$ cat src/sv/bbe_pkg.sv
`default_nettype none

package bbe_pkg;

   localparam int MAX_WIDTH  = 1024;
   localparam int MAX_HEIGHT = 4096;

   localparam int CHAN_W = 8;
   localparam int PIX_W  = 3 * CHAN_W;

   localparam int FW_W     = 11;
   localparam int FH_W     = 13;
   localparam int FW_RESET = 640;
   localparam int FH_RESET = 480;

   localparam int COL_W  = $clog2(MAX_WIDTH);
   localparam int WCNT_W = $clog2(MAX_WIDTH + 1);
   localparam int HCNT_W = $clog2(MAX_HEIGHT + 1);
   localparam int IROW_W = $clog2(MAX_HEIGHT + 2);
   localparam int OROW_W = $clog2(MAX_HEIGHT);

   localparam int WIN_SIDE = 3;
   localparam int WIN_TAPS = WIN_SIDE * WIN_SIDE;
   localparam int SUM_W    = $clog2(WIN_TAPS * ((1 << CHAN_W) - 1) + 1);
   localparam int CNT_W    = $clog2(WIN_TAPS + 1);

   localparam int RECIP_SHIFT = 15;
   localparam int RECIP_W     = RECIP_SHIFT + 1;

   localparam int CSR_DATA_W  = 32;
   localparam int CSR_ADDR_W  = 3;
   localparam int REG_SEL_BIT = 2;

   typedef logic [PIX_W-1:0] pixel_type;

   typedef enum logic [0:0] {
      REG_FRAME_WIDTH  = 1'b0,
      REG_FRAME_HEIGHT = 1'b1
   } reg_index_type;

   typedef enum logic [1:0] {
      ST_IDLE,
      ST_READ,
      ST_SUM,
      ST_DIV
   } state_type;

   typedef struct packed {
      logic [WCNT_W-1:0] width;
      logic [HCNT_W-1:0] height;
   } geom_type;

   typedef struct packed {
      logic [SUM_W-1:0]   red;
      logic [SUM_W-1:0]   green;
      logic [SUM_W-1:0]   blue;
      logic [RECIP_W-1:0] recip;
      logic               frame_end;
   } sum_type;

   // ceil(2^RECIP_SHIFT / n), exact floor division for window sums
   function automatic logic [RECIP_W-1:0] recip_of(input logic [CNT_W-1:0] n);
      logic [RECIP_W-1:0] r;
      case (n)
         CNT_W'(1): r = RECIP_W'(32768);
         CNT_W'(2): r = RECIP_W'(16384);
         CNT_W'(3): r = RECIP_W'(10923);
         CNT_W'(4): r = RECIP_W'(8192);
         CNT_W'(5): r = RECIP_W'(6554);
         CNT_W'(6): r = RECIP_W'(5462);
         CNT_W'(7): r = RECIP_W'(4682);
         CNT_W'(8): r = RECIP_W'(4096);
         CNT_W'(9): r = RECIP_W'(3641);
         default:   r = RECIP_W'(32768);
      endcase
      return r;
   endfunction

endpackage

`default_nettype wire

$ cat src/sv/bbe_csr.sv
`default_nettype none

module bbe_csr (
   input  wire logic                              clock,
   input  wire logic                              reset,
   input  wire logic                              psel,
   input  wire logic                              penable,
   input  wire logic                              pwrite,
   input  wire logic [bbe_pkg::CSR_ADDR_W-1:0]    paddr,
   input  wire logic [bbe_pkg::CSR_DATA_W-1:0]    pwdata,
   output logic      [bbe_pkg::CSR_DATA_W-1:0]    prdata,
   output logic                                   pready,
   output bbe_pkg::geom_type                      geom
);
   import bbe_pkg::*;

   logic [FW_W-1:0] frame_width_ff,  frame_width_in;
   logic [FH_W-1:0] frame_height_ff, frame_height_in;
   reg_index_type   sel;
   logic            wr_hit;

   assign sel    = reg_index_type'(paddr[REG_SEL_BIT]);
   assign wr_hit = psel && penable && pwrite;
   assign pready = 1'b1;

   always_comb begin
      frame_width_in  = frame_width_ff;
      frame_height_in = frame_height_ff;
      if (wr_hit) begin
         unique case (sel)
            REG_FRAME_WIDTH:  frame_width_in  = pwdata[FW_W-1:0];
            REG_FRAME_HEIGHT: frame_height_in = pwdata[FH_W-1:0];
            default: ;
         endcase
      end
   end

   always_ff @(posedge clock) begin
      if (reset) begin
         frame_width_ff  <= FW_W'(FW_RESET);
         frame_height_ff <= FH_W'(FH_RESET);
      end else begin
         frame_width_ff  <= frame_width_in;
         frame_height_ff <= frame_height_in;
      end
   end

   always_comb begin
      unique case (sel)
         REG_FRAME_WIDTH:  prdata = CSR_DATA_W'(frame_width_ff);
         REG_FRAME_HEIGHT: prdata = CSR_DATA_W'(frame_height_ff);
         default:          prdata = '0;
      endcase
   end

   // clamp to 1..max
   always_comb begin
      if (frame_width_ff == '0) begin
         geom.width = WCNT_W'(1);
      end else if (int'(frame_width_ff) > MAX_WIDTH) begin
         geom.width = WCNT_W'(MAX_WIDTH);
      end else begin
         geom.width = WCNT_W'(frame_width_ff);
      end
      if (frame_height_ff == '0) begin
         geom.height = HCNT_W'(1);
      end else if (int'(frame_height_ff) > MAX_HEIGHT) begin
         geom.height = HCNT_W'(MAX_HEIGHT);
      end else begin
         geom.height = HCNT_W'(frame_height_ff);
      end
   end

endmodule

`default_nettype wire

$ cat config.mk
export PLATFORM = sky130hd
export DESIGN_NAME = bbe_csr
export DESIGN_NICKNAME = d
export VERILOG_FILES = /design/src/sv/bbe_pkg.sv /design/src/sv/bbe_csr.sv
export SDC_FILE = /design/constraint.sdc
export NUM_CORES = 1
export LEC_CHECK = 0
export ABC_CLOCK_PERIOD_IN_PS = 1400
export BUFFER_PORTS_ARGS = -buffer_cell sky130_fd_sc_hd__buf_4
export CAP_MARGIN = 20
export CORE_ASPECT_RATIO = 0.7
export CORE_MARGIN = 2
export CORE_UTILIZATION = 30
export DETAILED_ROUTE_END_ITERATION = 7
export GPL_TIMING_DRIVEN = 0
export HOLD_SLACK_MARGIN = 0.05
export MAX_ROUTING_LAYER = met4
export SLEW_MARGIN = 10
export SYNTH_ARGS = -nofsm -noshare
export SYNTH_HDL_FRONTEND = slang
export SYNTH_SLANG_ARGS = --single-unit
$ cat constraint.sdc
create_clock -name clock -period 1.4 [get_ports clock]
set_input_delay 0.28 -clock clock [delete_from_list [all_inputs] [get_ports clock]]
set_output_delay 0.28 -clock clock [all_outputs]
set_load 0.1 [all_outputs]
# --- Yosys cells after proc, flatten, opt, wreduce, memory -nomap -nowiden ---
# Cells that the tools add are included.
totals:
  ff_bits: 24
  latch_bits: 0
  ramBits: 0
  mem_bits_ro: 0
  inputBits: 40
  out_inout_bits: 57
  word_cells: 16
  n_memories: 0
op_classes:
  n_addsub: 0
  n_mul: 0
  n_div: 0
  magnitude_cmp: 2
  n_eq_ne: 0
  n_shift: 0
  n_mux: 5
  bitwise: 1
  reduce_logical: 6
op_table:
  columns: ["operator", "n"]
  rows:
  - ["one-hot mux 32 bit (2 select lines)", 1]
  - ["2-to-1 mux 13 bit", 2]
  - ["2-to-1 mux 11 bit", 2]
  - ["greater-than comparator 13 bit (second input constant)", 1]
  - ["zero test 13 bit", 1]
  - ["greater-than comparator 11 bit (second input constant)", 1]
  - ["zero test 11 bit", 1]
  - ["AND reduction 2 bit", 2]
  - ["logical AND 1 bit", 2]
  - ["inverter 1 bit", 1]

# --- Depth between registers and ports, before layout ---
depth:
  ltp_word: 3
  ltp_mapped: 4
  depth_no_buf: 2

# --- Worst setup path before layout ---
# OpenSTA, ideal clock, no wires.
synth_path:
  path_type: "register to output"
  start: "register frame_width_ff[10]"
  end: "output port prdata[10] (netlist name)"
  arrival_ns: 2.821
  required_ns: 1.120
  path_slack_ns: -1.701
  path_stages_with_launch: 4
  path_buffers: 1
  cell_sequence: "dfxtp_1 clkbuf_1 inv_1 o21ai_0"
synth_via:
  elab_chain_cells: 1
synth_rtl:
  columns: ["element", "line_no", "text"]
  rows:
  - ["start: declaration", "bbe_csr.sv:17", "logic [FW_W-1:0] frame_width_ff, frame_width_in;"]
  - ["start signal: assignment", "bbe_csr.sv:40", "frame_width_ff <= FW_W'(FW_RESET);"]
  - ["start signal: assignment", "bbe_csr.sv:43", "frame_width_ff <= frame_width_in;"]
  - ["one-hot mux 32 bit (2 select lines)", "bbe_csr.sv:49", "unique case (sel)"]
  - ["end: declaration", "bbe_csr.sv:11", "output logic [bbe_pkg::CSR_DATA_W-1:0] prdata,"]
# Every way passes these cells. The select of a mux whose other input is x is not followed.

==> results.toml <==
[timing]
max_freq_mhz = 607
finClkSkew_ns = 0
hold_viol = 0
worst_hold_slack_ns = 0.276
setup_violations = 22
period_share = 1.18
fin_ws_ns = -0.247
min_period_ns = 1.65
rsz0062_at_grt = "true"
slew_viol_final = 0

[synth]
syn_area_um2 = 1540
synth_top_area_share = 0.312
syn_inst = 171
synth.top_cells.by_area = "dfxtp_1 31%, mux2i_1 16%, nand2b_1 12%"
synth_compound_area_frac = 0.0162
yosys.area_share.simple = 0.291
seq_area_frac_synth = 0.312
synth_xor_area_frac = 0
yosysWarnings = 0
synth_top_area_cell = "dfxtp_1"
synth_top_family_by_area = "simple AND/OR/NAND/NOR gates"
synth_cell_types = 21
synth_fa_ha_area_frac = 0
synthMuxAreaShare = 0.229
syn_area_per_cell_um2 = 9.01
ys_ff_latch = 24

[layout]
syn2layout_area_growth_pct = 91.1
nNetsFinal = 292
drive_above_1_share = 0.600
instances_no_fill = 319
layout.cells.most_common = "buf_4"
insertedDiodeCount = 0
fin_area_um2 = 2940
mostFrequentLayoutCells = "39 x buf_4, 30 x nand2b_1, 28 x buf_12"

[worst_setup_path]
critical-path-top-delay-family = "flip-flops"
r2r_setup_slack_ns = 0.60
end_kind = "output pin"
crit_fanout = 4
rr_endpoint = "frame_height_ff[12]"
reg2regPathDepth = 3
path_class = "flop to output pin"
crit_path_top_delay_cell = "dfxtp_2"
crit_chain = "nor4_4, a32o_4, buf_12"
cp.arrival_ns = 1.37
cp_num_cells = 3
crit_buf_inv = 1
critPathLaunchType = "flop"
critPathRequiredTime_ns = 1.12
critical_path.max_stage_delay_ns = 0.36
r2r_start = "frame_height_ff[12]"

[hold_path]
holdCritStartpoint = "pwdata[11]"
whs_endpoint = "frame_height_ff[11]"
hold_class = "input port to flop"
whs_path_depth = 3

[clock_tree]
numClockSinks = 24
clk_pin_slew_worst_paths_ns = 0.08
cts_root_buffer = "clkbuf_8"
clk_latency_ns = 0.26
cts_max_level = 1
postCtsHoldBufs = 0
numCtsBuffers = 3
cts_tree = "done"
clockBufferDepth = 2

[floorplan]
die_area_um2 = 5730
ios = 97
start_util = 0.317
die-height_um = 64.0
die_x_um = 89.6
placementRows = 21
core_um2 = 4860

[routing]
wl_per_cell_um = 15.4
vias = 1370
antenna_left = 0
firstDrtPassIters = 4
drc = 0
finalWirelength_um = 4910
vias_per_cell = 4.29
drt_iter0_markers = 16

[global_route]
grt_pass1_vias = 1494
track_usage = 0.182
globalRouteOverflowTotal = 0
grt_pass1_wl_um = 7650
grt_max_degree = 13
grt_antenna_before_repair = 0

[place]
place_congestion = 0.790
post-dp-hpwl_um = 3320
placed_cell_area_um2 = 2280
dp_cells = 312
io_buffers = 54

[power_and_ir_drop]
power_per_cell_area_nw_per_um2 = 684
vdd_drop_max_v = 0.000306
leakage_nw = 1.31

[run_status]
status = "finished with violations"
violations = "negative setup slack"

[job]
maxCapViolCount = 0
[how the worst max path moves through the flow]
stage                       start  slack, ns        to
2_1_floorplan  frame_width_ff[10]      -0.20  geom[14]
4_1_cts        frame_width_ff[10]      -0.24  geom[13]
3_3_place_gp    frame_width_ff[2]      -0.22  geom[13]
5_1_grt        frame_width_ff[10]      -0.30  geom[13]
6_report       frame_width_ff[10]      -0.25  geom[13]
3_5_place_dp   frame_height_ff[4]      -0.26   geom[0]
[cell usage after synthesis]
cell and number:
and4_4 1, nor4_1 5, nor2_1 12, nand2b_1 30
nand4b_2 1, clkbuf_1 8, and4b_1 1, dfxtp_1 24
a32o_1 2, buf_2 1, conb_1 2, and2_1 2
nand4_1 1, buf_4 20, inv_1 2, o21ai_0 1
nand2_1 1, mux2_2 10, buf_6 3, mux2i_1 24
nor2b_1 20
[per-stage QoR]
stage / worst slack (ns) / util / power [mW] / TNS (ns)
floorplan: -0.203 / - / 1.38 / -2.10
global placement: -0.222 / 0.469 / 1.50 / -2.41
detailed placement: -0.257 / 0.469 / 1.51 / -2.62
CTS: -0.237 / 0.593 / 2.00 / -2.13
global route: -0.295 / 0.606 / 2.08 / -3.09
finish: -0.247 / 0.606 / 2.01 / -2.20
[layer usage]
metal  track usage  vias to the layer above  part of all wire
li1              -                      686                 -
met1         0.241                      646              0.47
met2         0.291                       36              0.49
met3        0.0413                        2             0.041
met4        0.0243                        0            0.0024
met5             -                        -                 0
[where the power goes]
part / internal [mW] / switching (mW) / leakage [nW]
clock: 0.192 / 0.217 / 0.0216
sequential: 0.693 / 0.0246 / 0.201
combinational: 0.282 / 0.605 / 1.09
[sequential cells by signal (all words and copies together), names as in the netlist]
name	flops
frame_height_ff	13
frame_width_ff	11
[repair_timing]
item / 4_1_cts / 5_1_grt
pin swaps: 7 / 2
setup endpoints to repair: 36 / 34
gates resized for setup: 123 / 22
cloned: 1 / 0
buffers inserted: 4 / 0
[final cells by class]
class / count / area, µm²
tap: 69 / 86.3
multi-input combinational: 131 / 1180
buffer: 31 / 262
sequential: 24 / 515
inverter: 2 / 7.51
fill: 415 / 1920
clock buffer: 3 / 41.3
timing repair buffer: 59 / 847
[worst min-delay path: stages]
cell	delay [ns]
buf_4	0.11
nand2b_1	0.05
mux2i_1	0.06
[kinds of logic after synthesis]
logic type,count (synthesis)
AO/OA/AOI/OAI,3
buffers and inverters,34
AND/OR/NAND/NOR,74
flip-flops,24
other,2
multiplexers,34
(Power assumes the default switching activity.)
