$ cat config.mk
export PLATFORM = sky130hd
export DESIGN_NAME = bbe_mean_flat
export DESIGN_NICKNAME = d
export VERILOG_FILES = /design/src/sv/bbe_pkg.sv /design/src/sv/bbe_ifs.sv /design/src/sv/bbe_mean.sv /design/src/flat_wrapper.sv
export SDC_FILE = /design/constraint.sdc
export NUM_CORES = 1
export LEC_CHECK = 0
export ABC_AREA = 1
export BUFFER_PORTS_ARGS = -buffer_cell sky130_fd_sc_hd__buf_2
export CORE_ASPECT_RATIO = 2
export CORE_MARGIN = 5
export CORE_UTILIZATION = 45
export CTS_CLUSTER_SIZE = 14
export DETAILED_ROUTE_END_ITERATION = 7
export PLACE_DENSITY = 0.69
export SLEW_MARGIN = 20
export SYNTH_ARGS = -nofsm -noshare
export SYNTH_HDL_FRONTEND = slang
export SYNTH_SLANG_ARGS = --single-unit
$ cat constraint.sdc
create_clock -name clock -period 10.5 [get_ports clock]
set_clock_uncertainty 0.15 [all_clocks]
set_input_delay 0.525 -clock clock [delete_from_list [all_inputs] [get_ports clock]]
set_output_delay 0.525 -clock clock [all_outputs]
set_load 0.02 [all_outputs]
$ cat src/sv/bbe_pkg.sv
`default_nettype none

package bbe_pkg;

   localparam int MAX_WIDTH  = 1024;
   localparam int MAX_HEIGHT = 4096;

   localparam int CHAN_W = 8;
   localparam int PIX_W  = 3 * CHAN_W;

   localparam int FW_W     = 11;
   localparam int FH_W     = 13;
   localparam int FW_RESET = 640;
   localparam int FH_RESET = 480;

   localparam int COL_W  = $clog2(MAX_WIDTH);
   localparam int WCNT_W = $clog2(MAX_WIDTH + 1);
   localparam int HCNT_W = $clog2(MAX_HEIGHT + 1);
   localparam int IROW_W = $clog2(MAX_HEIGHT + 2);
   localparam int OROW_W = $clog2(MAX_HEIGHT);

   localparam int WIN_SIDE = 3;
   localparam int WIN_TAPS = WIN_SIDE * WIN_SIDE;
   localparam int SUM_W    = $clog2(WIN_TAPS * ((1 << CHAN_W) - 1) + 1);
   localparam int CNT_W    = $clog2(WIN_TAPS + 1);

   localparam int RECIP_SHIFT = 15;
   localparam int RECIP_W     = RECIP_SHIFT + 1;

   localparam int CSR_DATA_W  = 32;
   localparam int CSR_ADDR_W  = 3;
   localparam int REG_SEL_BIT = 2;

   typedef logic [PIX_W-1:0] pixel_type;

   typedef enum logic [0:0] {
      REG_FRAME_WIDTH  = 1'b0,
      REG_FRAME_HEIGHT = 1'b1
   } reg_index_type;

   typedef enum logic [1:0] {
      ST_IDLE,
      ST_READ,
      ST_SUM,
      ST_DIV
   } state_type;

   typedef struct packed {
      logic [WCNT_W-1:0] width;
      logic [HCNT_W-1:0] height;
   } geom_type;

   typedef struct packed {
      logic [SUM_W-1:0]   red;
      logic [SUM_W-1:0]   green;
      logic [SUM_W-1:0]   blue;
      logic [RECIP_W-1:0] recip;
      logic               frame_end;
   } sum_type;

   // ceil(2^RECIP_SHIFT / n), exact floor division for window sums
   function automatic logic [RECIP_W-1:0] recip_of(input logic [CNT_W-1:0] n);
      logic [RECIP_W-1:0] r;
      case (n)
         CNT_W'(1): r = RECIP_W'(32768);
         CNT_W'(2): r = RECIP_W'(16384);
         CNT_W'(3): r = RECIP_W'(10923);
         CNT_W'(4): r = RECIP_W'(8192);
         CNT_W'(5): r = RECIP_W'(6554);
         CNT_W'(6): r = RECIP_W'(5462);
         CNT_W'(7): r = RECIP_W'(4682);
         CNT_W'(8): r = RECIP_W'(4096);
         CNT_W'(9): r = RECIP_W'(3641);
         default:   r = RECIP_W'(32768);
      endcase
      return r;
   endfunction

endpackage

`default_nettype wire

$ cat src/sv/bbe_ifs.sv
`default_nettype none


interface bbe_rsp_if;
   import bbe_pkg::*;

   logic              valid;
   logic              ready;
   logic [CHAN_W-1:0] red_out;
   logic [CHAN_W-1:0] green_out;
   logic [CHAN_W-1:0] blue_out;
   logic              frame_end;

   modport source (output valid, red_out, green_out, blue_out, frame_end, input ready);
   modport sink   (input valid, red_out, green_out, blue_out, frame_end, output ready);
endinterface

`default_nettype wire

$ cat src/sv/bbe_mean.sv
`default_nettype none

module bbe_mean (
   input  wire logic             clock,
   input  wire logic             reset,
   input  wire logic             start,
   input  wire bbe_pkg::sum_type sum,
   output logic                  slot_free,
   bbe_rsp_if.source             rsp_bus
);
   import bbe_pkg::*;

   localparam int PROD_W = SUM_W + RECIP_W;

   logic              valid_ff, valid_in;
   logic [CHAN_W-1:0] red_ff, green_ff, blue_ff;
   logic              frame_end_ff;
   logic [PROD_W-1:0] prod_r, prod_g, prod_b;

   // floor(sum / n) as sum * ceil(2^k / n) >> k
   assign prod_r = PROD_W'(sum.red)   * PROD_W'(sum.recip);
   assign prod_g = PROD_W'(sum.green) * PROD_W'(sum.recip);
   assign prod_b = PROD_W'(sum.blue)  * PROD_W'(sum.recip);

   assign slot_free = !valid_ff || rsp_bus.ready;

   always_comb begin
      valid_in = valid_ff;
      if (rsp_bus.ready) begin
         valid_in = 1'b0;
      end
      if (start) begin
         valid_in = 1'b1;
      end
   end

   always_ff @(posedge clock) begin
      if (reset) begin
         valid_ff <= 1'b0;
      end else begin
         valid_ff <= valid_in;
      end
   end

   always_ff @(posedge clock) begin
      if (start) begin
         red_ff       <= prod_r[RECIP_SHIFT +: CHAN_W];
         green_ff     <= prod_g[RECIP_SHIFT +: CHAN_W];
         blue_ff      <= prod_b[RECIP_SHIFT +: CHAN_W];
         frame_end_ff <= sum.frame_end;
      end
   end

   assign rsp_bus.valid     = valid_ff;
   assign rsp_bus.red_out   = red_ff;
   assign rsp_bus.green_out = green_ff;
   assign rsp_bus.blue_out  = blue_ff;
   assign rsp_bus.frame_end = frame_end_ff;

endmodule

`default_nettype wire

$ cat src/flat_wrapper.sv
// flat-port wrapper written by rule: the top's interface ports become plain ports
module bbe_mean_flat import bbe_pkg::*;
  (clock, reset, start, sum, slot_free, rsp_bus_valid, rsp_bus_red_out, rsp_bus_green_out, rsp_bus_blue_out, rsp_bus_frame_end, rsp_bus_ready);
  bbe_rsp_if rsp_bus_i ();
  input  wire logic clock;
  input  wire logic reset;
  input  wire logic start;
  input  wire bbe_pkg::sum_type sum;
  output logic slot_free;
  output wire logic [$bits(rsp_bus_i.valid)-1:0] rsp_bus_valid;
  output wire logic [$bits(rsp_bus_i.red_out)-1:0] rsp_bus_red_out;
  output wire logic [$bits(rsp_bus_i.green_out)-1:0] rsp_bus_green_out;
  output wire logic [$bits(rsp_bus_i.blue_out)-1:0] rsp_bus_blue_out;
  output wire logic [$bits(rsp_bus_i.frame_end)-1:0] rsp_bus_frame_end;
  input wire logic [$bits(rsp_bus_i.ready)-1:0] rsp_bus_ready;
  assign rsp_bus_valid = rsp_bus_i.valid;
  assign rsp_bus_red_out = rsp_bus_i.red_out;
  assign rsp_bus_green_out = rsp_bus_i.green_out;
  assign rsp_bus_blue_out = rsp_bus_i.blue_out;
  assign rsp_bus_frame_end = rsp_bus_i.frame_end;
  assign rsp_bus_i.ready = rsp_bus_ready;
  bbe_mean u_core (.clock(clock), .reset(reset), .start(start), .sum(sum), .slot_free(slot_free), .rsp_bus(rsp_bus_i));
endmodule
* Word-level counts from Yosys, hierarchy flattened
Cells that the tools add are included.
** Cells by class
- Multipliers :: 3
- Muxes and demuxes :: 2
- Reduce and logical (&&, ||, !) cells :: 3
** Operator list (count)
- 12-bit by 16-bit multiplier with 23-bit output :: 3
- 1-bit 2-to-1 mux :: 2
- 2-bit nonzero test :: 1
- 1-bit logical NOT :: 1
- 1-bit logical OR :: 1
** Word-level totals
- Register bits :: 26
- Input port bits :: 57
- Output and inout port bits :: 27
- Logic and storage cells :: 13

* Logic depth before layout (Yosys ltp)
Gate-level depths: netlist of run 1.
- Word-level depth :: 2
- Gate-level depth with buffers :: 26
- Depth with buffers taken out :: 24

* Least setup slack after synthesis of run 1
Ideal clock, no wire load.
- Path type :: input port to flip-flop
- Start :: in sum[32] in the netlist's numbering
- End :: reg u_core.green_ff[7] (netlist: u_core.rsp_bus.green_out[7]) (data pin)
- Data arrival time :: 4.818 ns
- Required time :: 10.098 ns
- Slack :: 5.279 ns
- Stages :: 23
- Cell sequence :: clkbuf_1 -> clkbuf_1 -> nand2_1 -> fa_1 -> inv_1 -> fa_1 -> inv_1 -> fa_1 -> inv_1 -> fa_1 -> inv_1 -> fa_1 -> inv_1 -> ha_1 -> nand2_1 -> nor2_1 -> inv_1 -> nor2_1 -> nand4_1 -> nand3_1 -> inv_1 -> nand2_1 -> nand2_1
** Between the ends
- Word-level cells in the longest chain between the ends :: 1
** Ends and longest elaborated chain
- from (decl) :: RTL line flat_wrapper.sv:8 : input wire bbe_pkg::sum_type sum;
- 12-bit by 16-bit multiplier with 23-bit output :: RTL line bbe_mean.sv:22 : assign prod_g = PROD_W'(sum.green) * PROD_W'(sum.recip);
- net u_core.prod_g[22] :: RTL line bbe_mean.sv:18 : logic [PROD_W-1:0] prod_r, prod_g, prod_b;
- to (signal assigned) :: RTL line bbe_mean.sv:48 : green_ff <= prod_g[RECIP_SHIFT +: CHAN_W];
- to (decl) :: RTL line bbe_mean.sv:16 : logic [CHAN_W-1:0] red_ff, green_ff, blue_ff;
The timed path passes the listed nets, and every way through them passes these cells.
A chain may end at the register's enable or synchronous reset.

* Worst setup path in the final report of run 1
- Start :: in sum[10] in the netlist's numbering
- End :: reg u_core.blue_ff[6] (netlist: u_core.rsp_bus.blue_out[6]) (data pin)
** Between the ends
- Word-level cells in the longest chain between the ends :: 1
** Ends and longest elaborated chain
- 12-bit by 16-bit multiplier with 23-bit output :: RTL line bbe_mean.sv:23 : assign prod_b = PROD_W'(sum.blue) * PROD_W'(sum.recip);
- net u_core.prod_b[21] :: RTL line bbe_mean.sv:18
- to (signal assigned) :: RTL line bbe_mean.sv:49 : blue_ff <= prod_b[RECIP_SHIFT +: CHAN_W];
- to (decl) :: RTL line bbe_mean.sv:16
The timed path passes the listed nets, and every way through them passes these cells.

==> results of run 1 <==
worst reg2reg max path: cells and delay by family, from the launching register on:
| kind | cells | cell delay [ns] |
|---|---|---|
| flops | 1 | 0.33 |
| simple gates | 1 | 0.07 |
| compound gates | 1 | 0.11 |
final cells by class:
type                            instances  share of cell area, %
Sequential cell                        26                  4.238
Antenna cell                            2                0.02752
Clock buffer                            4                 0.4885
Inverter                              736                  15.19
Timing Repair Buffer                   84                  2.326
Tap cell                              520                  3.578
Multi-Input combinational cell       1490                  74.15
per-layer routing:
metal	part of all wire (%)	vias to the layer above	track usage (%)
met5	0.055	-	0
li1	-	6542	-
met2	56	572	47.39
met1	31	7283	23.30
met3	4.9	257	2.528
met4	7.8	4	16.33
through the flow:
step,hold slack [ns],instance area (µm²),power [W]
4_1_cts,0.2059,18180,0.005267
2_1_floorplan,0.4441,17470,0.003874
6_report,0.2167,18180,0.005209
5_1_grt,0.2192,18180,0.005946
3_3_place_gp,0.3046,18090,0.005037
3_5_place_dp,0.3152,18090,0.005110
cell usage in the layout, fill, tap and decap left out, types with 5 or more instances in the layout:
cell      count
fa_1        393
nand2_1     725
buf_2        83
xnor2_1       9
nor3_1       11
edfxtp_1     25
o21a_1        5
nor2_1       49
xor2_1       16
o21ai_0      27
nand4_1       9
a21oi_1      56
ha_1        123
nand3_1      39
nand3b_1      6
inv_1       736
report_power, final:
| group | total (W) | switching, W | internal (W) |
|---|---|---|---|
| registers | 0.000319 | 0.0000142 | 0.000305 |
| logic | 0.00477 | 0.00302 | 0.00175 |
| clock network | 0.000117 | 0.0000575 | 0.0000593 |
| total | 0.00521 | 0.00309 | 0.00211 |
final timing paths:
check / endpoint / cells past startpoint
hold reg to reg: u_core.rsp_bus.valid / 2
setup reg to reg: u_core.rsp_bus.valid / 2
hold / removal: u_core.rsp_bus.valid / 2
setup / recovery: u_core.rsp_bus.blue_out[6] / 17
sequential cells by signal (all words and copies together), names as in the netlist:
| name | cells |
|---|---|
| u_core.rsp_bus.blue_out | 8 |
| u_core.rsp_bus.green_out | 8 |
| u_core.rsp_bus.red_out | 8 |
| u_core.rsp_bus.frame_end | 1 |
| u_core.rsp_bus.valid | 1 |
logic make-up (layout without fill, tap and decap cells):
group                    count (synthesis)  in the layout  share of synthesized area [%]
adder cells (fa/ha/maj)                516            516                          53.85
buffers and inverters                  852            824                          18.39
AO/OA/AOI/OAI                           97             97                          2.965
AND/OR/NAND/NOR                        852            852                          19.12
XOR/XNOR                                25             25                          1.253
other                                    0              2                              0
flip-flops                              26             26                          4.412
==> results.txt, run 1 <==
----------------------------------------------------
[Routing]
  Number of DRC violations after detailed routing ... 0
  Initial detailed-routing violation count ... 675
  First-pass detailed-route iteration total ... 5
  Wirelength per Cell ... 17.30 µm
  Number of routed nets with antenna violations ... 0
  Vias after detailed routing ... 14658
  Total length of routed wires ... 49.52 mm
  Via-to-Cell Ratio ... 5.122

[Timing]
  Final setup slack of the worst path ... 4.858 ns
  Setup repair after global routing missed its margin ... false
  Highest achievable clock rate ... 177.2 MHz
  Hold violation total from the final report ... 0
  Total negative slack ... 0 ns
  Max-slew violations ... 0
  Time the final worst path needs with I/O delays and setup ... 5.642 ns
  Worst-Margin Slew ... 0.9774 ns
  Headroom to the max-slew limit ... 34.84%
  Portion of the clock cycle consumed by the worst path in the final layout ... 53.73%
  Final setup violating endpoints ... 0

[Power and ir drop]
  PD cells ... 286.4 nW/µm²
  Leakage ... 11.06 nW
  Highest ir drop seen on vdd ... 0.3194 mV

[Placement]
  Global placement routability congestion ... 0.9206
  Pre-CTS setup slack ... 4.591 ns
  Port Buf Inserts ... 83
  Placed instance count ... 2856
  Total half-perimeter wirelength after legalization and detailed placement ... 39.21 mm

[Floorplanning]
  Die height ... 288.6 µm
  Die ar. ... 43100 µm²
  Cell Rows ... 102
  Top Ports ... 84
  DIE WIDTH ... 149.3 µm
  Initial cell density of the core ... 45.32%
  Core Box Area ... 38540 µm²

[Yosys]
  Syn. warnings ... 0
  Syn Area/Cell ... 7.377 µm²
  Post-synth top flop ... edfxtp_1
  Synthesized instance count ... 2368
  Share of flip-flops with an asynchronous set or reset ... 0%
  Number of flops mapped to enable cells by yosys ... 25
  Fraction of synthesized cell area taken by the top area cell type ... 45.04%
  Count leader, synth ... inv_1
  Count of different cell masters after synthesis ... 31
  Total standard cell area after synthesis ... 17470 µm²
  Dominant cell type by area after synthesis ... fa_1
  Number of register bits inferred by synthesis ... 26
  Top post-synthesis cells by area ... fa_1 45%, inv_1 16%, nand2_1 16%, ha_1 8.8%, edfxtp_1 4.3%
  Sequential share of the synthesized area ... 4.412%
  Post-synth top cells ... 736 x inv_1, 725 x nand2_1, 393 x fa_1
  Synthesized net count ... 2941

[Global routing]
  Pin count of the biggest net entering global routing ... 37
  Global route total overflow ... 0
  Via count of the first global-routing pass ... 16734
  Overall fraction of global-route tracks in use ... 24.28%
  Global-route wire length before repair ... 81.57 mm
  Initial antenna violation count ... 4

[Critical path]
  Sum of buffers and inverters on the critical path ... 4
  Launch point of the critical path ... sum[10]
  Arrival time worst endpoint ... 5.55 ns
  Slowest Stage Delay on Critical Path ... 0.73 ns
  Setup crit start kind ... primary input
  Critical path required time ... 10.41 ns
  Critical path class ... primary input to flop
  Crit Reg-Reg Startpoint ... u_core.rsp_bus.valid
  Cell Chain, Critical Path ... buf_2 -> nand2_1 -> fa_1 -> fa_1 -> inv_1 -> fa_1 -> fa_1 -> inv_1 -> fa_1 -> inv_1 -> ha_1 -> a21oi_1 -> a21boi_0 -> o21ai_0 -> nand2_1 -> nand3_1 -> xor2_1
  Dominant delay contributor by cell family on the critical path ... adder cells
  Critical Path Fanout Max ... 36
  Setup slack, reg-to-reg ... 9.78 ns
  Cell at the slowest stage of the critical path ... buf_2
  Worst Setup End Kind ... flop
  Cell mode on critical path ... fa_1

[Clock tree]
  Clock-pin slew on the worst setup and hold paths ... 0.09 ns
  Number of buffers created by CTS ... 3
  Number of buffers inserted by hold repair at cts ... 0
  Post-CTS Setup Bufs ... 0
  Clock root buffer master ... clkbuf_16
  Clock latency on the worst-skew pair ... 0.30 ns
  Clock tree from TritonCTS ... done
  Post_cts resized ... 0
  Max Buffers Root-to-Sink ... 2
  Clk sink count ... 26
  Deepest level of the CTS H-tree ... 1

[Finish]
  Ratio of cells with drive above 1 in the final layout ... 4.017%
  Number of filler cells placed in the layout ... 3940
  Final cell count without fillers ... 2862
  Area used by multi-input combinational logic ... 13480 µm²
  Area taken by flip-flops and latches ... 770.7 µm²
  Area added between synthesis and finish ... 4.104%
  Final net count ... 2914
  Core Util, Final ... 47.18%

[Job]
  Max-cap violations ... 0

[Min path]
  Beginning of the worst hold path ... reset
  Class of the tightest hold or removal check ... primary input to flop

[Status]
  Status ... complete, no violations

----------------------------------------------------
(Power assumes the default switching activity.)
==> inputs of run 2 (changes only) <==
--- a/config.mk
+++ b/config.mk
@@ -5,14 +5,14 @@
 export SDC_FILE = /design/constraint.sdc
 export NUM_CORES = 1
 export LEC_CHECK = 0
-export ABC_AREA = 1
+export ABC_AREA = 0
 export BUFFER_PORTS_ARGS = -buffer_cell sky130_fd_sc_hd__buf_2
 export CORE_ASPECT_RATIO = 2
 export CORE_MARGIN = 5
 export CORE_UTILIZATION = 45
 export CTS_CLUSTER_SIZE = 14
 export DETAILED_ROUTE_END_ITERATION = 7
-export PLACE_DENSITY = 0.69
+export PLACE_DENSITY = 0.71
 export SLEW_MARGIN = 20
 export SYNTH_ARGS = -nofsm -noshare
 export SYNTH_HDL_FRONTEND = slang
==> constraint.sdc (replaced) <==
create_clock -name clock -period 4.8 [get_ports clock]
set_clock_uncertainty 0.15 [all_clocks]
set_input_delay 0.24 -clock clock [delete_from_list [all_inputs] [get_ports clock]]
set_output_delay 0.24 -clock clock [all_outputs]
set_load 0.02 [all_outputs]
==> run 2 against run 1 <==
The flow now finishes with violations (negative setup slack). Worst hold slack worse by 0.13 ns. Setup slack worse by 4.9 ns. Combinational power rose to 2.6 times the previous value. Area after synthesis down 7.4%. Core utilization up 9.2 points. Die area down 7.1%. Final cell count down 11%. Routed wire length down 12%. Critical path type unchanged. Critical endpoint is now u_core.rsp_bus.red_out[7].
==> results.txt, run 2 <==
----------------------------------------------------
[Critical path]
  Critical path required time ... 4.69 ns (was 10.41 ns)
  Setup crit start kind ... primary input (unchanged)
  Worst Setup End Kind ... flop (unchanged)
  Critical Path Fanout Max ... 5 (was 36)
  Arrival time worst endpoint ... 4.74 ns (was 5.55 ns)
  Critical path class ... primary input to flop (unchanged)

[Yosys]
  Count leader, synth ... inv_1 (unchanged)
  Synthesized instance count ... 1868 (was 2368)
  Syn Area/Cell ... 8.655 µm² (was 7.377 µm²)
  Post-synth top cells ... 518 x inv_1, 393 x fa_1, 383 x nand2_1 (was 736 x inv_1, 725 x nand2_1, 393 x fa_1)
  Sequential share of the synthesized area ... 4.767% (was 4.412%)
  Fraction of synthesized cell area taken by the top area cell type ... 48.66% (was 45.04%)
  Post-synth top flop ... edfxtp_1 (unchanged)
  Post-synthesis simple-gate area fraction ... 16.79% (was 19.12%)
  Share of flip-flops with an asynchronous set or reset ... 0% (unchanged)
  Total standard cell area after synthesis ... 16170 µm² (was 17470 µm²)
  Dominant cell type by area after synthesis ... fa_1 (unchanged)
  Number of flops mapped to enable cells by yosys ... 25 (unchanged)
  Top post-synthesis cells by area ... fa_1 49%, inv_1 12%, ha_1 9.5%, nand2_1 8.9%, and2_1 6.4% (was fa_1 45%, inv_1 16%, nand2_1 16%, ha_1 8.8%, edfxtp_1 4.3%)
  Syn. warnings ... 0 (unchanged)
  Number of register bits inferred by synthesis ... 26 (unchanged)
  Mux contribution to synthesized area ... 0% (unchanged)
  Synthesized-area fraction occupied by xor and xnor cells ... 2.817% (was 1.253%)
  Combinational family with the most area after synthesis ... adder cells (unchanged)
  Post-synthesis share of cell area spent on full adders, half adders and majority gates ... 58.18% (was 53.85%)
  Count of different cell masters after synthesis ... 52 (was 31)
  Fraction of the mapped netlist area in compound gates ... 3.204% (was 2.965%)
  Synthesized net count ... 2441 (was 2941)

[Clock tree]
  Deepest level of the CTS H-tree ... 1 (unchanged)
  Clk sink count ... 26 (unchanged)
  Clock tree from TritonCTS ... done (unchanged)
  Clock-pin slew on the worst setup and hold paths ... 0.09 ns (about the same)
  Max Buffers Root-to-Sink ... 2 (unchanged)
  Clock latency on the worst-skew pair ... 0.28 ns (was 0.30 ns)
  Clock root buffer master ... clkbuf_16 (unchanged)
  Number of buffers created by CTS ... 3 (unchanged)

[Finish]
  Highest-count cells in the layout ignoring fill and taps ... 497 x inv_1, 367 x nand2_1, 367 x fa_1 (was 736 x inv_1, 725 x nand2_1, 393 x fa_1)
  Ratio of cells with drive above 1 in the final layout ... 22.47% (was 4.017%)
  Commonest non-fill, non-tap cell in the layout ... inv_1 (unchanged)
  Area added between synthesis and finish ... 24.34% (was 4.104%)
  Final net count ... 2679 (was 2914)
  Final cell count without fillers ... 2556 (was 2862)

[Floorplanning]
  Die height ... 278.1 µm (was 288.6 µm)
  Die ar. ... 40050 µm² (was 43100 µm²)
  Initial cell density of the core ... 45.31% (was 45.32%)
  Top Ports ... 84 (unchanged)
  Cell Rows ... 98 (was 102)
  DIE WIDTH ... 144.0 µm (was 149.3 µm)
  Core Box Area ... 35680 µm² (was 38540 µm²)

[Job]
  Max-cap violations ... 0 (unchanged)

[Global routing]
  Global-route wire length before repair ... 71.77 mm (was 81.57 mm)
  Global route total overflow ... 0 (unchanged)
  Initial antenna violation count ... 2 (was 4)
  Via count of the first global-routing pass ... 15237 (was 16734)
  Overall fraction of global-route tracks in use ... 22.64% (was 24.28%)
  Pin count of the biggest net entering global routing ... 27 (was 37)

[Timing]
  Max-slew violations ... 0 (unchanged)
  Setup repair after global routing missed its margin ... true (was false)
  Hold violation total from the final report ... 0 (unchanged)
  Headroom to the max-slew limit ... 54.51% (was 34.84%)
  Final setup slack of the worst path ... -0.04989 ns (was 4.858 ns)
  Worst-Margin Slew ... 0.6824 ns (was 0.9774 ns)
  Highest achievable clock rate ... 206.2 MHz
  Final setup violating endpoints ... 2 (was 0)
  Time the final worst path needs with I/O delays and setup ... 4.850 ns
  Total negative slack ... -0.05134 ns (was 0 ns)
  Worst hold slack ... 0.08330 ns (was 0.2167 ns)
  Portion of the clock cycle consumed by the worst path in the final layout ... 101.0%

[Routing]
  Initial detailed-routing violation count ... 510 (was 675)
  Via-to-Cell Ratio ... 5.043 (was 5.122)
  First-pass detailed-route iteration total ... 5 (unchanged)
  Number of routed nets with antenna violations ... 0 (unchanged)
  Wirelength per Cell ... 17.08 µm (was 17.30 µm)
  Total length of routed wires ... 43.65 mm (was 49.52 mm)
  Vias after detailed routing ... 12891 (was 14658)
  Number of DRC violations after detailed routing ... 0 (unchanged)

[Placement]
  Port Buf Inserts ... 83 (unchanged)
  Pre-CTS setup slack ... -0.7128 ns (was 4.591 ns)
  Global placement routability congestion ... 0.8927 (was 0.9206)
  Total half-perimeter wirelength after legalization and detailed placement ... 37.63 mm (was 39.21 mm)
  Placed instance count ... 2506 (was 2856)

[Min path]
  Class of the tightest hold or removal check ... primary input to flop (unchanged)

[Power and ir drop]
  PD cells ... 660.4 nW/µm² (was 286.4 nW/µm²)
  Final Power ... 0.01328 W (was 0.005209 W)
  Highest ir drop seen on vdd ... 1.170 mV (was 0.3194 mV)
  Leakage ... 10.49 nW (was 11.06 nW)

[Status]
  Status ... finished, violations left (was complete, no violations)
  Failing checks ... negative setup slack

----------------------------------------------------
## run 2: cell types whose count changed in the layout (fill, tap and decap cells not counted), sizes merged, moves of 8 or more
cell	change
inv	-217
nand2	-346
nor2	-42
nand3	-35
xnor2	+33
a21oi	-36
buf	+236
and2	+166
o211ai	+8
o21ai	-16
## run 2: routing by layer
layer	vias up	wire length, µm	global-route usage (%)
met3	194	1226	1.737
met4	2	3018	12.06
met2	352	26050	45.77
li1	5788	-	-
met5	-	13	0
met1	6555	13340	21.53
## run 2: repair_timing
action	in CTS	in global routing
gates cloned	1	2
hold buffers	2	0
pin swaps	43	87
resized for setup	89	152
endpoints found under the hold margin	2	0
setup buffers	22	22
endpoints found under the setup margin	21	22
## run 2: final timing paths
| check | from | to | slack (ns) | depth (start not counted) |
|---|---|---|---|---|
| hold reg to reg | u_core.rsp_bus.valid | u_core.rsp_bus.valid | 0.35 | 2 |
| hold / removal | rsp_bus_ready | u_core.rsp_bus.valid | 0.08 | 3 |
| setup reg to reg | u_core.rsp_bus.valid | u_core.rsp_bus.valid | 4.04 | 2 |
| setup / recovery | sum[3] | u_core.rsp_bus.red_out[7] | -0.05 | 18 |
## run 2: cell type report
type                            count  area (µm²)
Clock buffer                        4       88.84
Antenna cell                        1       2.502
Tap cell                          450       563.0
Sequential cell                    26       770.7
Multi-Input combinational cell   1229       13790
Fill cell                        3023       15580
Inverter                          519        1948
Timing Repair Buffer              327        2935
## run 2: critical path: stages
cell      delay (ns)
buf_12          0.11
buf_12          0.13
buf_12          0.13
and2_1          0.14
fa_1            0.46
fa_1            0.51
fa_1            0.45
fa_1            0.51
inv_1           0.05
fa_1            0.49
inv_1           0.07
ha_4            0.22
a21o_4          0.22
a221oi_4        0.28
o2111a_2        0.32
o21ai_4         0.09
o31ai_2         0.22
xnor2_1         0.09
## run 2: cells by family (layout without fill, tap and decap cells)
family / Yosys count / in the layout
adder cells (fa/ha/maj): 516 / 516
AND/OR/NAND/NOR: 588 / 588
buffers and inverters: 613 / 850
other: 0 / 1
flip-flops: 26 / 26
AO/OA/AOI/OAI: 73 / 73
XOR/XNOR: 52 / 52
## run 2: stage by stage
stage / area [µm²] / utilization, %
floorplan: 16600 / -
global placement: 18690 / 52.37
detailed placement: 18690 / 52.37
CTS: 19340 / 54.20
global route: 20100 / 56.34
finish: 20100 / 56.34
## run 2: power breakdown
group	internal (W)	total (W)	switching (W)
clock	0.000129	0.000237	0.000108
sequential	0.000699	0.000733	0.0000338
combinational	0.00603	0.0123	0.00628
total	0.00685	0.0133	0.00642
==> inputs of run 3 (changes only) <==
--- a/config.mk
+++ b/config.mk
@@ -6,13 +6,14 @@
 export NUM_CORES = 1
 export LEC_CHECK = 0
 export ABC_AREA = 0
+export ABC_CLOCK_PERIOD_IN_PS = 4800
 export BUFFER_PORTS_ARGS = -buffer_cell sky130_fd_sc_hd__buf_2
 export CORE_ASPECT_RATIO = 2
 export CORE_MARGIN = 5
 export CORE_UTILIZATION = 45
 export CTS_CLUSTER_SIZE = 14
 export DETAILED_ROUTE_END_ITERATION = 7
-export PLACE_DENSITY = 0.71
+export PLACE_DENSITY = 0.72
 export SLEW_MARGIN = 20
 export SYNTH_ARGS = -nofsm -noshare
 export SYNTH_HDL_FRONTEND = slang
==> run 3 against run 2 <==
The flow still finishes with violations (negative setup slack). Clock power increased by 9.3%. Count of clock-buffer cells in the layout decreased by 1. Fmax fell by 2.5%. Routed wire length grew 2.8%. Worst hold slack better by 0.018 ns. Sequential power decreased by 0.5%. Final area is 0.30% higher. Register-to-register slack about the same. Final cell count grew 0.27%. Highest routed layer is now met4.
==> results.txt, run 3 (same netlist as run 2, synthesis figures left out) <==
----------------------------------------------------
[Clock tree]
  Clock root buffer master ... clkbuf_16 (unchanged)
  Clk sink count ... 26 (unchanged)
  Max Buffers Root-to-Sink ... 2 (unchanged)
  Clock-pin slew on the worst setup and hold paths ... 0.08 ns (was 0.09 ns)
  Number of buffers created by CTS ... 3 (unchanged)
  Deepest level of the CTS H-tree ... 1 (unchanged)
  Clock latency on the worst-skew pair ... 0.27 ns (was 0.28 ns)
  Clock tree from TritonCTS ... done (unchanged)

[Global routing]
  Met3 track utilization from global routing ... 1.805% (was 1.737%)
  Busiest grt layer ... met2 (unchanged)
  Global-route met1 utilization ... 21.72% (was 21.53%)
  Pin count of the biggest net entering global routing ... 27 (unchanged)
  Initial antenna violation count ... 0 (was 2)
  Global-route wire length before repair ... 73.49 mm (was 71.77 mm)
  Global route total overflow ... 0 (unchanged)
  Global routing usage on met2 ... 46.17% (was 45.77%)
  Via count of the first global-routing pass ... 15630 (was 15237)
  Overall fraction of global-route tracks in use ... 23.10% (was 22.64%)

[Critical path]
  Launch point of the critical path ... sum[8] (was sum[3])
  Critical path class ... primary input to flop (unchanged)
  Critical Path Fanout Max ... 8 (was 5)
  Slowest Stage Delay on Critical Path ... 0.57 ns (was 0.51 ns)
  Setup crit start kind ... primary input (unchanged)
  Worst Setup End Kind ... flop (unchanged)
  Arrival time worst endpoint ... 4.85 ns (was 4.74 ns)
  End of the worst register-to-register path ... u_core.rsp_bus.valid (unchanged)
  Worst-case reg-to-reg path depth ... 2 (unchanged)
  Critical path required time ... 4.68 ns (was 4.69 ns)
  Cell at the slowest stage of the critical path ... fa_1 (unchanged)
  Cell Chain, Critical Path ... buf_12 -> buf_6 -> nand2_4 -> fa_1 -> fa_1 -> fa_1 -> inv_2 -> fa_1 -> inv_2 -> fa_1 -> inv_2 -> ha_4 -> a211oi_2 -> o211ai_1 -> buf_4 -> o211ai_1 -> nand3b_1 -> buf_6 -> buf_6 -> xor2_1 (was buf_12 -> buf_12 -> buf_12 -> and2_1 -> fa_1 -> fa_1 -> fa_1 -> fa_1 -> inv_1 -> fa_1 -> inv_1 -> ha_4 -> a21o_4 -> a221oi_4 -> o2111a_2 -> o21ai_4 -> o31ai_2 -> xnor2_1)
  Crit Reg-Reg Startpoint ... u_core.rsp_bus.valid (unchanged)
  Crit path to ... u_core.rsp_bus.green_out[2] (was u_core.rsp_bus.red_out[7])
  Setup slack, reg-to-reg ... 4.05 ns (was 4.04 ns)
  Cell mode on critical path ... fa_1 (unchanged)

[Timing]
  Highest achievable clock rate ... 201.0 MHz (was 206.2 MHz)
  Headroom to the max-slew limit ... 55.24% (was 54.51%)
  Portion of the clock cycle consumed by the worst path in the final layout ... 103.7% (was 101.0%)
  Time the final worst path needs with I/O delays and setup ... 4.975 ns (was 4.850 ns)
  Worst-Margin Slew ... 0.6714 ns (was 0.6824 ns)
  Final setup violating endpoints ... 9 (was 2)
  Setup repair after global routing missed its margin ... true (unchanged)
  Hold violation total from the final report ... 0 (unchanged)
  Final setup slack of the worst path ... -0.1755 ns (was -0.04989 ns)
  Max-slew violations ... 0 (unchanged)

[Floorplanning]
  DIE WIDTH ... 144.0 µm (unchanged)
  Top Ports ... 84 (unchanged)
  Initial cell density of the core ... 45.31% (unchanged)
  Die ar. ... 40050 µm² (unchanged)
  Die height ... 278.1 µm (unchanged)
  Core Box Area ... 35680 µm² (unchanged)
  Cell Rows ... 98 (unchanged)

[Job]
  Max-cap violations ... 0 (unchanged)

[Finish]
  Final cell count without fillers ... 2563 (was 2556)
  Final net count ... 2687 (was 2679)
  Number of filler cells placed in the layout ... 3029 (was 3023)
  Area used by multi-input combinational logic ... 13820 µm² (was 13790 µm²)
  Core Util, Final ... 56.51% (was 56.34%)
  Antenna diodes ... 0 (was 1)
  Cell area after layout ... 20160 µm² (was 20100 µm²)
  Area taken by flip-flops and latches ... 770.7 µm² (unchanged)
  Area added between synthesis and finish ... 24.72% (was 24.34%)
  Ratio of cells with drive above 1 in the final layout ... 22.29% (was 22.47%)
  Commonest non-fill, non-tap cell in the layout ... inv_1 (unchanged)
  Highest-count cells in the layout ignoring fill and taps ... 498 x inv_1, 379 x fa_1, 373 x nand2_1 (was 497 x inv_1, 367 x nand2_1, 367 x fa_1)

[Routing]
  Initial detailed-routing violation count ... 555 (was 510)
  First-pass detailed-route iteration total ... 4 (was 5)
  Vias after detailed routing ... 13068 (was 12891)
  Via-to-Cell Ratio ... 5.099 (was 5.043)
  Total length of routed wires ... 44.86 mm (was 43.65 mm)
  Number of DRC violations after detailed routing ... 0 (unchanged)
  Wirelength per Cell ... 17.50 µm (was 17.08 µm)
  Number of routed nets with antenna violations ... 0 (unchanged)

[Power and ir drop]
  Leakage ... 10.55 nW (was 10.49 nW)
  Highest ir drop seen on vdd ... 1.167 mV (was 1.170 mV)
  Final Power ... 0.01387 W (was 0.01328 W)
  PD cells ... 687.9 nW/µm² (was 660.4 nW/µm²)

[Placement]
  Port Buf Inserts ... 83 (unchanged)
  Total half-perimeter wirelength after legalization and detailed placement ... 37.83 mm (was 37.63 mm)
  Placed instance count ... 2514 (was 2506)
  Global placement routability congestion ... 0.8987 (was 0.8927)
  Pre-CTS setup slack ... -0.6412 ns (was -0.7128 ns)
  Total placed instance area ... 18670 µm² (was 18690 µm²)

[Status]
  Failing checks ... negative setup slack (unchanged)
  Status ... finished, violations left (unchanged)

[Min path]
  Class of the tightest hold or removal check ... primary input to flop (unchanged)

----------------------------------------------------
==> run 3: cell types whose count changed in the layout (fill, tap and decap cells not counted), sizes merged <==
| cell | before | now |
|---|---|---|
| bufinv | 0 | 1 |
| buf | 320 | 325 |
| diode | 1 | 0 |
| clkbuf | 9 | 11 |
==> run 3: what timing repair did <==
action	in CTS	in global routing
cloned	1	4
pin swaps	65	74
gates resized for setup	126	106
hold buffers	2	0
buffers inserted	23	19
setup endpoints to repair	23	22
hold endpoints to repair	2	0
==> run 3: worst max-delay path, delay by kind of cell <==
family,cells,cell delay (ns)
adder cells (fa/ha/maj),6,2.69
AO/OA/AOI/OAI,3,0.66
XOR/XNOR,1,0.15
AND/OR/NAND/NOR,2,0.25
buffers and inverters,8,0.84
==> run 3: layer usage <==
metal	vias up	share of wire [%]
met3	183	2.9
met2	372	60
met5	-	0
met4	0	7.2
li1	5804	-
met1	6709	30
==> run 3: worst min-delay path by stage <==
| stage | from | end | slack (ns) | cells after the start |
|---|---|---|---|---|
| after floorplan | reset | u_core.rsp_bus.valid | 0.16 | 1 |
| after global placement | reset | u_core.rsp_bus.valid | 0.26 | 2 |
| after detailed placement | reset | u_core.rsp_bus.valid | 0.27 | 2 |
| after CTS | rsp_bus_ready | u_core.rsp_bus.valid | 0.1 | 3 |
| after global routing | rsp_bus_ready | u_core.rsp_bus.valid | 0.12 | 3 |
| final | rsp_bus_ready | u_core.rsp_bus.valid | 0.10 | 3 |
==> run 3: power breakdown <==
| group | total [W] | switching [W] | internal, W |
|---|---|---|---|
| logic | 0.0129 | 0.00657 | 0.00631 |
| registers | 0.000729 | 0.0000312 | 0.000698 |
| clock network | 0.000259 | 0.0000921 | 0.000167 |
==> run 3: final cells by class <==
cell class,count,area share (%)
multi-input combinational,1229,68.53
timing repair buffer,335,14.67
inverter,519,9.661
sequential,26,3.822
tap,450,2.792
clock buffer,3,0.3723
clock inverter,1,0.1489
==> run 3: metrics by stage <==
step / TNS [ns] / hold WS (ns)
5_1_grt: -2.448 / 0.1154
2_1_floorplan: -0.1165 / 0.1591
3_5_place_dp: -11.45 / 0.2680
4_1_cts: -0.2984 / 0.09900
3_3_place_gp: -9.585 / 0.2650
6_report: -0.8747 / 0.1011
